$ cat src/rtl/srdc_pkg.sv
// ----------------------------------------------------------------------------
// srdc_pkg
// Shared constants, types and helpers of the signed radix digit converter.
// ----------------------------------------------------------------------------
package srdc_pkg;

    localparam int VALUE_W     = 32;
    localparam int VALUE_BITS  = 32;
    localparam int OPCODE_W    = 2;
    localparam int RADIX_W     = 6;
    localparam int CHAR_W      = 7;
    localparam int DIG_W       = RADIX_W;
    localparam int BIT_W       = $clog2(DIG_W);
    localparam int WIDE_BITS   = VALUE_BITS + RADIX_W - 1;
    localparam int DSR_W       = WIDE_BITS + DIG_W - 1;
    localparam int POW_DEPTH   = VALUE_BITS;
    localparam int POW_ADDR_W  = $clog2(POW_DEPTH);
    localparam int CNT_W       = $clog2(POW_DEPTH + 1);
    localparam int QUEUE_DEPTH = 2;
    localparam int QPTR_W      = $clog2(QUEUE_DEPTH);
    localparam int QCNT_W      = $clog2(QUEUE_DEPTH + 1);

    localparam logic [RADIX_W-1:0] RADIX_RESET = 6'd10;
    localparam logic [RADIX_W-1:0] RADIX_MIN   = 6'd2;
    localparam logic [RADIX_W-1:0] RADIX_MAX   = 6'd36;
    localparam logic [DIG_W-1:0]   DEC_MAX     = 6'd9;
    localparam logic [CHAR_W-1:0]  CHAR_ZERO   = 7'd48;
    localparam logic [CHAR_W-1:0]  CHAR_ONE    = 7'd49;
    localparam logic [CHAR_W-1:0]  ALPHA_OFS   = 7'd55;
    localparam logic [CHAR_W-1:0]  CHAR_MAX    = 7'd90;
    localparam logic [CHAR_W-1:0]  CHAR_NONE   = 7'd0;

    typedef enum logic [OPCODE_W-1:0] {
        OP_PLAIN      = 2'd0,
        OP_DIMINISHED = 2'd1,
        OP_RADIX      = 2'd2,
        OP_SIGN_MAG   = 2'd3
    } opcode_t;

    typedef struct packed {
        logic                  err;
        logic                  cmpl;
        logic                  dim;
        logic                  sign;
        logic                  neg;
        logic [VALUE_BITS-1:0] mag;
    } cmd_t;

    function automatic logic [CHAR_W-1:0] digit_ascii(input logic [DIG_W-1:0] d);
        logic [CHAR_W-1:0] dc;
        dc = CHAR_W'(d);
        return (d > DEC_MAX) ? (dc + ALPHA_OFS) : (dc + CHAR_ZERO);
    endfunction

endpackage

$ cat src/rtl/srdc_ram.sv
// ----------------------------------------------------------------------------
// srdc_ram
// Generic single write, single read RAM with registered read data.
// ----------------------------------------------------------------------------
module srdc_ram #(
    parameter int WIDTH = 8,
    parameter int DEPTH = 16
) (
    input  logic                     aclk,
    input  logic                     wr_en,
    input  logic [$clog2(DEPTH)-1:0] wr_addr,
    input  logic [WIDTH-1:0]         wr_data,
    input  logic                     rd_en,
    input  logic [$clog2(DEPTH)-1:0] rd_addr,
    output logic [WIDTH-1:0]         rd_data
);

    logic [WIDTH-1:0] mem_reg [DEPTH];
    logic [WIDTH-1:0] rd_data_reg;

    always_ff @(posedge aclk) begin
        if (wr_en) begin
            mem_reg[wr_addr] <= wr_data;
        end
        if (rd_en) begin
            rd_data_reg <= mem_reg[rd_addr];
        end
    end

    assign rd_data = rd_data_reg;

endmodule

$ cat src/rtl/srdc_front.sv
// ----------------------------------------------------------------------------
// srdc_front
// Accepts input items, classifies sign and mode, queues commands.
// ----------------------------------------------------------------------------
module srdc_front (
    input  logic                            aclk,
    input  logic                            aresetn,
    input  logic                            s_tvalid,
    output logic                            s_tready,
    input  logic [srdc_pkg::VALUE_W-1:0]    s_tdata,
    input  logic [srdc_pkg::OPCODE_W-1:0]   s_tuser,
    output logic                            cmd_valid,
    input  logic                            cmd_ready,
    output srdc_pkg::cmd_t                  cmd
);
    import srdc_pkg::*;

    cmd_t              mem_reg [QUEUE_DEPTH];
    logic [QPTR_W-1:0] wr_ptr_reg, wr_ptr_next;
    logic [QPTR_W-1:0] rd_ptr_reg, rd_ptr_next;
    logic [QCNT_W-1:0] cnt_reg, cnt_next;

    logic [VALUE_BITS-1:0] raw;
    opcode_t               op;
    cmd_t                  cls;
    logic                  push;
    logic                  pop;

    // classify
    always_comb begin
        raw      = s_tdata[VALUE_BITS-1:0];
        op       = opcode_t'(s_tuser);
        cls.neg  = raw[VALUE_BITS-1];
        cls.mag  = cls.neg ? (~raw + VALUE_BITS'(1)) : raw;
        cls.sign = (op == OP_SIGN_MAG);
        cls.err  = cls.neg && (op == OP_PLAIN);
        cls.cmpl = cls.neg && ((op == OP_DIMINISHED) || (op == OP_RADIX));
        cls.dim  = (op == OP_DIMINISHED);
    end

    assign s_tready  = (cnt_reg != QCNT_W'(QUEUE_DEPTH));
    assign cmd_valid = (cnt_reg != '0);
    assign cmd       = mem_reg[rd_ptr_reg];
    assign push      = s_tvalid && s_tready;
    assign pop       = cmd_valid && cmd_ready;

    always_comb begin
        wr_ptr_next = push ? (wr_ptr_reg + QPTR_W'(1)) : wr_ptr_reg;
        rd_ptr_next = pop ? (rd_ptr_reg + QPTR_W'(1)) : rd_ptr_reg;
        cnt_next    = cnt_reg + QCNT_W'(push) - QCNT_W'(pop);
    end

    always_ff @(posedge aclk) begin
        if (!aresetn) begin
            wr_ptr_reg <= '0;
            rd_ptr_reg <= '0;
            cnt_reg    <= '0;
        end else begin
            wr_ptr_reg <= wr_ptr_next;
            rd_ptr_reg <= rd_ptr_next;
            cnt_reg    <= cnt_next;
        end
    end

    always_ff @(posedge aclk) begin
        if (push) begin
            mem_reg[wr_ptr_reg] <= cls;
        end
    end

endmodule

$ cat src/rtl/srdc_back.sv
// ----------------------------------------------------------------------------
// srdc_back
// Emits the error item or sign digit, builds the power table, forms the
// complement and divides out the digits most significant first into the output register.
// ----------------------------------------------------------------------------
module srdc_back (
    input  logic                           aclk,
    input  logic                           aresetn,
    input  logic [srdc_pkg::RADIX_W-1:0]   radix,
    input  logic                           cmd_valid,
    output logic                           cmd_ready,
    input  srdc_pkg::cmd_t                 cmd,
    output logic                           m_tvalid,
    input  logic                           m_tready,
    output logic [srdc_pkg::CHAR_W-1:0]    out_char,
    output logic                           out_last,
    output logic                           out_err
);
    import srdc_pkg::*;

    typedef enum logic [7:0] {
        ST_IDLE = 8'b0000_0001,
        ST_ERR  = 8'b0000_0010,
        ST_SIGN = 8'b0000_0100,
        ST_POW  = 8'b0000_1000,
        ST_COMP = 8'b0001_0000,
        ST_RD   = 8'b0010_0000,
        ST_LOAD = 8'b0100_0000,
        ST_DIV  = 8'b1000_0000
    } state_t;

    localparam state_t ST_EMIT_UNUSED = ST_IDLE;

    typedef enum logic [1:0] {
        PH_DIV  = 2'b01,
        PH_EMIT = 2'b10
    } phase_t;

    state_t               state_reg, state_next;
    phase_t               phase_reg, phase_next;
    cmd_t                 cmd_reg, cmd_next;
    logic [WIDE_BITS-1:0] x_reg, x_next;
    logic [WIDE_BITS-1:0] p_reg, p_next;
    logic [CNT_W-1:0]     k_reg, k_next;
    logic [DSR_W-1:0]     dsr_reg, dsr_next;
    logic [BIT_W-1:0]     bit_reg, bit_next;
    logic [DIG_W-1:0]     digit_reg, digit_next;
    logic                 started_reg, started_next;
    logic                 out_valid_reg, out_valid_next;
    logic [CHAR_W-1:0]    out_char_reg, out_char_next;
    logic                 out_last_reg, out_last_next;
    logic                 out_err_reg, out_err_next;

    logic [WIDE_BITS+RADIX_W-1:0] prod;
    logic [WIDE_BITS-1:0]         mag_ext;
    logic [CNT_W-1:0]             k_dec;
    logic                         out_free;
    logic                         load_out;
    logic                         emit_req;
    logic                         ram_we;
    logic                         ram_re;
    logic [WIDE_BITS-1:0]         ram_rd_data;

    assign prod     = p_reg * radix;
    assign mag_ext  = WIDE_BITS'(cmd_reg.mag);
    assign k_dec    = k_reg - CNT_W'(1);
    assign out_free = !out_valid_reg || m_tready;
    assign emit_req = (digit_reg != '0) || started_reg || (k_reg == CNT_W'(1));

    srdc_ram #(
        .WIDTH (WIDE_BITS),
        .DEPTH (POW_DEPTH)
    ) u_pow_ram (
        .aclk    (aclk),
        .wr_en   (ram_we),
        .wr_addr (k_reg[POW_ADDR_W-1:0]),
        .wr_data (p_reg),
        .rd_en   (ram_re),
        .rd_addr (k_dec[POW_ADDR_W-1:0]),
        .rd_data (ram_rd_data)
    );

    always_comb begin
        state_next    = state_reg;
        phase_next    = phase_reg;
        cmd_next      = cmd_reg;
        x_next        = x_reg;
        p_next        = p_reg;
        k_next        = k_reg;
        dsr_next      = dsr_reg;
        bit_next      = bit_reg;
        digit_next    = digit_reg;
        started_next  = started_reg;
        out_char_next = out_char_reg;
        out_last_next = out_last_reg;
        out_err_next  = out_err_reg;
        load_out      = 1'b0;
        cmd_ready     = 1'b0;
        ram_we        = 1'b0;
        ram_re        = 1'b0;

        case (state_reg)
            ST_IDLE: begin
                cmd_ready = 1'b1;
                if (cmd_valid) begin
                    cmd_next     = cmd;
                    x_next       = WIDE_BITS'(cmd.mag);
                    p_next       = WIDE_BITS'(1);
                    k_next       = '0;
                    started_next = 1'b0;
                    if (cmd.err) begin
                        state_next = ST_ERR;
                    end else if (cmd.sign) begin
                        state_next = ST_SIGN;
                    end else begin
                        state_next = ST_POW;
                    end
                end
            end
            ST_ERR: begin
                if (out_free) begin
                    load_out      = 1'b1;
                    out_char_next = CHAR_NONE;
                    out_last_next = 1'b1;
                    out_err_next  = 1'b1;
                    state_next    = ST_IDLE;
                end
            end
            ST_SIGN: begin
                if (out_free) begin
                    load_out      = 1'b1;
                    out_char_next = cmd_reg.neg ? CHAR_ONE : CHAR_ZERO;
                    out_last_next = 1'b0;
                    out_err_next  = 1'b0;
                    state_next    = ST_POW;
                end
            end
            ST_POW: begin
                // powers radix^0 .. radix^(L-1) go to the table, p ends at radix^L
                if ((p_reg > x_reg) && (k_reg != '0)) begin
                    state_next = cmd_reg.cmpl ? ST_COMP : ST_RD;
                end else begin
                    ram_we = 1'b1;
                    p_next = prod[WIDE_BITS-1:0];
                    k_next = k_reg + CNT_W'(1);
                end
            end
            ST_COMP: begin
                x_next     = p_reg - mag_ext - WIDE_BITS'(cmd_reg.dim);
                state_next = ST_RD;
            end
            ST_RD: begin
                ram_re     = 1'b1;
                state_next = ST_LOAD;
            end
            ST_LOAD: begin
                dsr_next   = {ram_rd_data, {(DIG_W-1){1'b0}}};
                bit_next   = BIT_W'(DIG_W - 1);
                digit_next = '0;
                phase_next = PH_DIV;
                state_next = ST_DIV;
            end
            ST_DIV: begin
                case (phase_reg)
                    PH_DIV: begin
                        if (DSR_W'(x_reg) >= dsr_reg) begin
                            x_next              = x_reg - dsr_reg[WIDE_BITS-1:0];
                            digit_next[bit_reg] = 1'b1;
                        end
                        dsr_next = dsr_reg >> 1;
                        if (bit_reg == '0) begin
                            phase_next = PH_EMIT;
                        end else begin
                            bit_next = bit_reg - BIT_W'(1);
                        end
                    end
                    PH_EMIT: begin
                        // leading zero digits are dropped, but the last digit is always emitted
                        if (!emit_req || out_free) begin
                            if (emit_req) begin
                                load_out      = 1'b1;
                                out_char_next = digit_ascii(digit_reg);
                                out_last_next = (k_reg == CNT_W'(1));
                                out_err_next  = 1'b0;
                                started_next  = 1'b1;
                            end
                            k_next     = k_dec;
                            state_next = (k_reg == CNT_W'(1)) ? ST_IDLE : ST_RD;
                        end
                    end
                    default: begin
                        phase_next = PH_DIV;
                    end
                endcase
            end
            default: begin
                state_next = ST_EMIT_UNUSED;
            end
        endcase

        if (load_out) begin
            out_valid_next = 1'b1;
        end else if (m_tready) begin
            out_valid_next = 1'b0;
        end else begin
            out_valid_next = out_valid_reg;
        end
    end

    always_ff @(posedge aclk) begin
        if (!aresetn) begin
            state_reg     <= ST_IDLE;
            phase_reg     <= PH_DIV;
            out_valid_reg <= 1'b0;
            started_reg   <= 1'b0;
        end else begin
            state_reg     <= state_next;
            phase_reg     <= phase_next;
            out_valid_reg <= out_valid_next;
            started_reg   <= started_next;
        end
    end

    always_ff @(posedge aclk) begin
        cmd_reg      <= cmd_next;
        x_reg        <= x_next;
        p_reg        <= p_next;
        k_reg        <= k_next;
        dsr_reg      <= dsr_next;
        bit_reg      <= bit_next;
        digit_reg    <= digit_next;
        out_char_reg <= out_char_next;
        out_last_reg <= out_last_next;
        out_err_reg  <= out_err_next;
    end

    assign m_tvalid = out_valid_reg;
    assign out_char = out_char_reg;
    assign out_last = out_last_reg;
    assign out_err  = out_err_reg;

endmodule

$ cat src/rtl/signed_radix_digit_converter.sv
// ----------------------------------------------------------------------------
// signed_radix_digit_converter
// Converts a signed integer to ASCII digits in a configurable base (2 to 36),
// most significant digit first, with plain, diminished radix complement,
// radix complement and sign digit plus magnitude modes.
// ----------------------------------------------------------------------------
// An item whose magnitude has L digits is taken as a command, emits its sign
// digit in sign digit plus magnitude mode, fills the power table with
// radix^0 to radix^(L-1), forms the complement if it is a negative value in
// a complement mode, then per digit takes one table read, one load, six
// restoring divide steps against that power and one output step. A
// plain-mode negative value goes from the idle state to the error state,
// which loads its error item. The digit engine works on one item at a time;
// a two-entry command queue in front of it takes new items meanwhile, and the
// output register holds one finished digit while the next one is computed.
module signed_radix_digit_converter (
    input  logic                          aclk,
    input  logic                          aresetn,
    input  logic                          cfg_wr_en,
    input  logic [srdc_pkg::RADIX_W-1:0]  cfg_wr_data,
    input  logic                          s_tvalid,
    output logic                          s_tready,
    input  logic [31:0]                   s_tdata,   // value
    input  logic [1:0]                    s_tuser,   // opcode
    output logic                          m_tvalid,
    input  logic                          m_tready,
    output logic [7:0]                    m_tdata,   // digit_char, zero pad
    output logic                          m_tlast,
    output logic [0:0]                    m_tuser    // error
);
    import srdc_pkg::*;

    logic [RADIX_W-1:0] radix_reg, radix_next;
    logic [RADIX_W-1:0] radix_eff;
    logic               cmd_valid;
    logic               cmd_ready;
    cmd_t               cmd;
    logic [CHAR_W-1:0]  out_char;
    logic               out_last;
    logic               out_err;

    assign radix_next = cfg_wr_en ? cfg_wr_data : radix_reg;

    always_ff @(posedge aclk) begin
        if (!aresetn) begin
            radix_reg <= RADIX_RESET;
        end else begin
            radix_reg <= radix_next;
        end
    end

    always_comb begin
        if (radix_reg < RADIX_MIN) begin
            radix_eff = RADIX_MIN;
        end else if (radix_reg > RADIX_MAX) begin
            radix_eff = RADIX_MAX;
        end else begin
            radix_eff = radix_reg;
        end
    end

    srdc_front u_front (
        .aclk      (aclk),
        .aresetn   (aresetn),
        .s_tvalid  (s_tvalid),
        .s_tready  (s_tready),
        .s_tdata   (s_tdata),
        .s_tuser   (s_tuser),
        .cmd_valid (cmd_valid),
        .cmd_ready (cmd_ready),
        .cmd       (cmd)
    );

    srdc_back u_back (
        .aclk      (aclk),
        .aresetn   (aresetn),
        .radix     (radix_eff),
        .cmd_valid (cmd_valid),
        .cmd_ready (cmd_ready),
        .cmd       (cmd),
        .m_tvalid  (m_tvalid),
        .m_tready  (m_tready),
        .out_char  (out_char),
        .out_last  (out_last),
        .out_err   (out_err)
    );

    assign m_tdata = {1'b0, out_char};
    assign m_tlast = out_last;
    assign m_tuser = out_err;

    // error item always closes its conversion
    a_err_last : assert property (@(posedge aclk) disable iff (!aresetn)
        (m_tvalid && out_err) |-> out_last)
        else $error("error item without last");

    a_err_char : assert property (@(posedge aclk) disable iff (!aresetn)
        (m_tvalid && out_err) |-> (out_char == CHAR_NONE))
        else $error("error item with nonzero char");

    a_digit_char : assert property (@(posedge aclk) disable iff (!aresetn)
        (m_tvalid && !out_err) |-> ((out_char >= CHAR_ZERO) && (out_char <= CHAR_MAX)))
        else $error("digit char out of range");

    a_cmd_wait : assert property (@(posedge aclk) disable iff (!aresetn)
        (cmd_valid && !cmd_ready) |=> cmd_valid)
        else $error("queued command lost");

endmodule

$ cat config.mk
export PLATFORM = sky130hd
export DESIGN_NAME = signed_radix_digit_converter
export DESIGN_NICKNAME = d
export VERILOG_FILES = /design/src/rtl/srdc_pkg.sv /design/src/rtl/srdc_ram.sv /design/src/rtl/srdc_front.sv /design/src/rtl/srdc_back.sv /design/src/rtl/signed_radix_digit_converter.sv
export SDC_FILE = /design/constraint.sdc
export NUM_CORES = 2
export LEC_CHECK = 0
export BUFFER_PORTS_ARGS = -buffer_cell sky130_fd_sc_hd__buf_2
export CAP_MARGIN = 20
export CORE_ASPECT_RATIO = 1.75
export CORE_MARGIN = 4
export CORE_UTILIZATION = 40
export DETAILED_ROUTE_END_ITERATION = 7
export PLACE_DENSITY = 0.62
export SYNTH_ARGS = -nofsm -noshare
export SYNTH_HDL_FRONTEND = slang
export SYNTH_SLANG_ARGS = --single-unit
$ cat constraint.sdc
create_clock -name aclk -period 7.31 [get_ports aclk]
set_input_delay 2.193 -clock aclk [delete_from_list [all_inputs] [get_ports aclk]]
set_output_delay 2.193 -clock aclk [all_outputs]
set_load 0.02 [all_outputs]
==> results.toml <==
[drt]
ant_nets = 0
totalWireLength_um = 185000
first_iter_violations = 3449
avgViaCountPerCell = 5.615
num_vias = 37190
wl_per_cell_um = 27.93
drc = 0
drtPass1Iterations = 7

[setup_path]
startpoint = "radix_reg[3]$_SDFFE_PN1P_"
ff2ff_setup_slack_ns = 0.87
crit_path_max_fanout = 16
r2r_start = "radix_reg[3]$_SDFFE_PN1P_"
reg2reg_to = "u_back.p_reg[36]$_SDFFCE_PN0P_"
crit_path_end_kind = "flip-flop"
worstSetupPathType = "reg2reg"
worstPathArrival_ns = 6.89
startpoint_type = "flip-flop"
rr_worst_depth = 21
cp-endpoint = "u_back.p_reg[36]$_SDFFCE_PN0P_"
cp.required_ns = 7.76

[floorplanning]
start_util = 0.4015
die_y_um = 556.5
std_cell_rows = 201
die_w_um = 321.4
ios = 57
core_area_um2 = 171300
dieArea_um2 = 178900

[placed_design]
io_buffers = 55
hpwl_um = 117700
place_ws_ns = 0.9786
place_congestion = 0.8883
placedInstanceArea_um2 = 72990

[logic_synthesis]
synthArstFlopShare = 0
yosys-top-cells-count = "edfxtp_1 (1470), inv_1 (371), mux4_2 (370)"
synth.cell_area_um2 = 68760
synth_area_leaders = "edfxtp_1 (64%), mux4_2 (12%), fa_1 (3.8%), ha_1 (3.5%), inv_1 (2.0%)"
synth_edf_count = 1470
synth-seq-cells = 1493
synth_compound_area_frac = 0.04373
yosysMostFrequentCell = "edfxtp_1"
synth_simple_gate_area_share = 0.05292
synth.largest_area_cell = "edfxtp_1"
yosysUniqueCellTypes = 81
synth_top_family_by_area = "multiplexers"
synth_mux_area_frac = 0.1343
synth_xor_area_frac = 0.01758
ys_dominant_reg_cell = "edfxtp_1"
postSynthAreaPerCell_um2 = 16.61
synth_top_cell_area_share = 0.6420
syn_inst = 4140
synthesis.nets = 4510
synth-seq-area-share = 0.6487
synth_warnings = 0
synth_fa_ha_area_frac = 0.07370

[finish]
nets = 4654
area.growth.synth_to_final_pct = 11.73
drive_above_1_share = 0.2001
final_area_um2 = 76830
largest_reg_flops = 1184

[sta]
tightest_slew_ns = 0.9809
fmax_mhz = 155.3
max_slew_margin = 0.3461
rsz0062_at_grt = "no"
finalCritPeriodShare = 0.8808
fin_crit_ns = 6.439
setup_viol = 0
timing.final.ws_setup_ns = 0.8710
finClkSkew_ns = 0.02630
maxSlewViolCount = 0
final.setup.tns_ns = 0
hold_viol = 0

[global_route]
grtUsageMet3 = 0.02082
antenna_found_initial = 5
grt_busiest_layer = "met2"
grt-ovfl-total = 0
grt_use_met1 = 0.2199
grt_pass1_wl_um = 269200
use_met2 = 0.3979
grt_max_degree = 84
track_usage = 0.2070
grt_pass1_vias = 39466

[job]
cap_violations = 0

[status]
status = "completed"

[clock_tree]
cts_resized = 0
cts_tree = "done"
hold_buffers = 0
clockBufferDepth = 3
clock_latency_ns = 0.73
htreeDepth = 3
cts_root_buf = "clkbuf_16"
clkTransAtPathRegs_ns = 0.07
numCtsBuffers = 119
cts.sink_count = 1493
cts_setup_buffers = 0

[pwr]
p_per_area_nw_per_um2 = 457.9
ir_drop_mv = 0.5117
total_power_mw = 35.18
p_leak_nw = 26.54

[worst_hold_path]
hold_class = "reg2reg"
critical path, cell delays in order (launching register included):
cell and delay, ns:
dfxtp_1 0.33, or2_2 0.33, nor2_1 0.21, maj3_1 0.62
and2_1 0.24, fa_1 0.45, fa_1 0.54, inv_1 0.05
fa_1 0.48, inv_1 0.04, ha_1 0.35, a211oi_1 0.47
inv_1 0.08, a311oi_1 0.27, o31ai_1 0.11, buf_4 0.17
o21ai_0 0.49, a21oi_1 0.24, o221ai_1 0.29, o21ai_0 0.16
xnor2_1 0.17, nor2_1 0.05
final cells by class:
class	count	area (um^2)
antenna	2	5.005
fill	14734	94440
tap	2233	2794
clock inverter	83	752.0
timing repair buffer	182	1692
sequential	1493	44600
inverter	372	1396
multi-input combinational	2116	22520
clock buffer	142	3064
power breakdown:
part | switching [mW] | internal [mW]
Combinational | 10.1 | 7.07
Sequential | 0.415 | 11.1
Clock | 3.07 | 3.40
stage by stage:
step	util	hold WS, ns	instances
finish	0.4486	0.4930	6623
global route	0.4486	0.5127	6622
CTS	0.4485	0.4917	6620
detailed placement	0.4262	0.4771	6395
global placement	0.4261	0.4669	6394
floorplan	-	0.4487	4140
worst min path at each step:
stage          slack, ns                            start  cells past startpoint                               to
4_1_cts             0.49  u_back.started_reg$_SDFFE_PN0P_                      2  u_back.started_reg$_SDFFE_PN0P_
3_5_place_dp        0.48  u_back.started_reg$_SDFFE_PN0P_                      2  u_back.started_reg$_SDFFE_PN0P_
5_1_grt             0.51  u_back.started_reg$_SDFFE_PN0P_                      2  u_back.started_reg$_SDFFE_PN0P_
6_report            0.49  u_back.started_reg$_SDFFE_PN0P_                      2  u_back.started_reg$_SDFFE_PN0P_
2_1_floorplan       0.45        radix_reg[3]$_SDFFE_PN1P_                      2        radix_reg[3]$_SDFFE_PN1P_
3_3_place_gp        0.47        radix_reg[3]$_SDFFE_PN1P_                      2        radix_reg[3]$_SDFFE_PN1P_
per-layer routing:
metal | share of wire | routed length (um)
met5 | 0 | 0
met4 | 0.064 | 11890
met3 | 0.044 | 8196
met2 | 0.56 | 102800
met1 | 0.34 | 62030
cell usage in the layout, fill, tap and decap left out, drive strengths merged, types with 11 or more instances in the layout:
master,netlist,routed
a21oi,116,116
inv,371,376
buf,41,182
a31oi,17,17
nand4,15,15
o21ai,128,128
nor2,212,212
nor2b,20,20
a211oi,26,26
xnor2,96,96
bufinv,0,11
nand3,29,29
mux4,370,370
fa,132,132
o221ai,16,16
o31ai,17,17
mux2,73,73
and3,51,51
clkbuf,118,142
nand2b,23,23
xor2,42,42
a21o,52,52
clkinv,1,63
nor4,12,12
ha,193,193
nor3,25,25
o211ai,12,12
edfxtp,1470,1470
dfxtp,23,23
nand2,186,186
and2,106,106
o21bai,11,11
cell families (layout without fill, tap and decap cells):
family / after synthesis / count (layout)
XOR/XNOR: 138 / 138
AND/OR/NAND/NOR: 734 / 734
adder cells (fa/ha/maj): 326 / 326
multiplexers: 451 / 451
flip-flops: 1493 / 1493
AO/OA/AOI/OAI: 466 / 466
other: 1 / 3
buffers and inverters: 531 / 779
No activity file was read; power rests on OpenSTA's default activity.
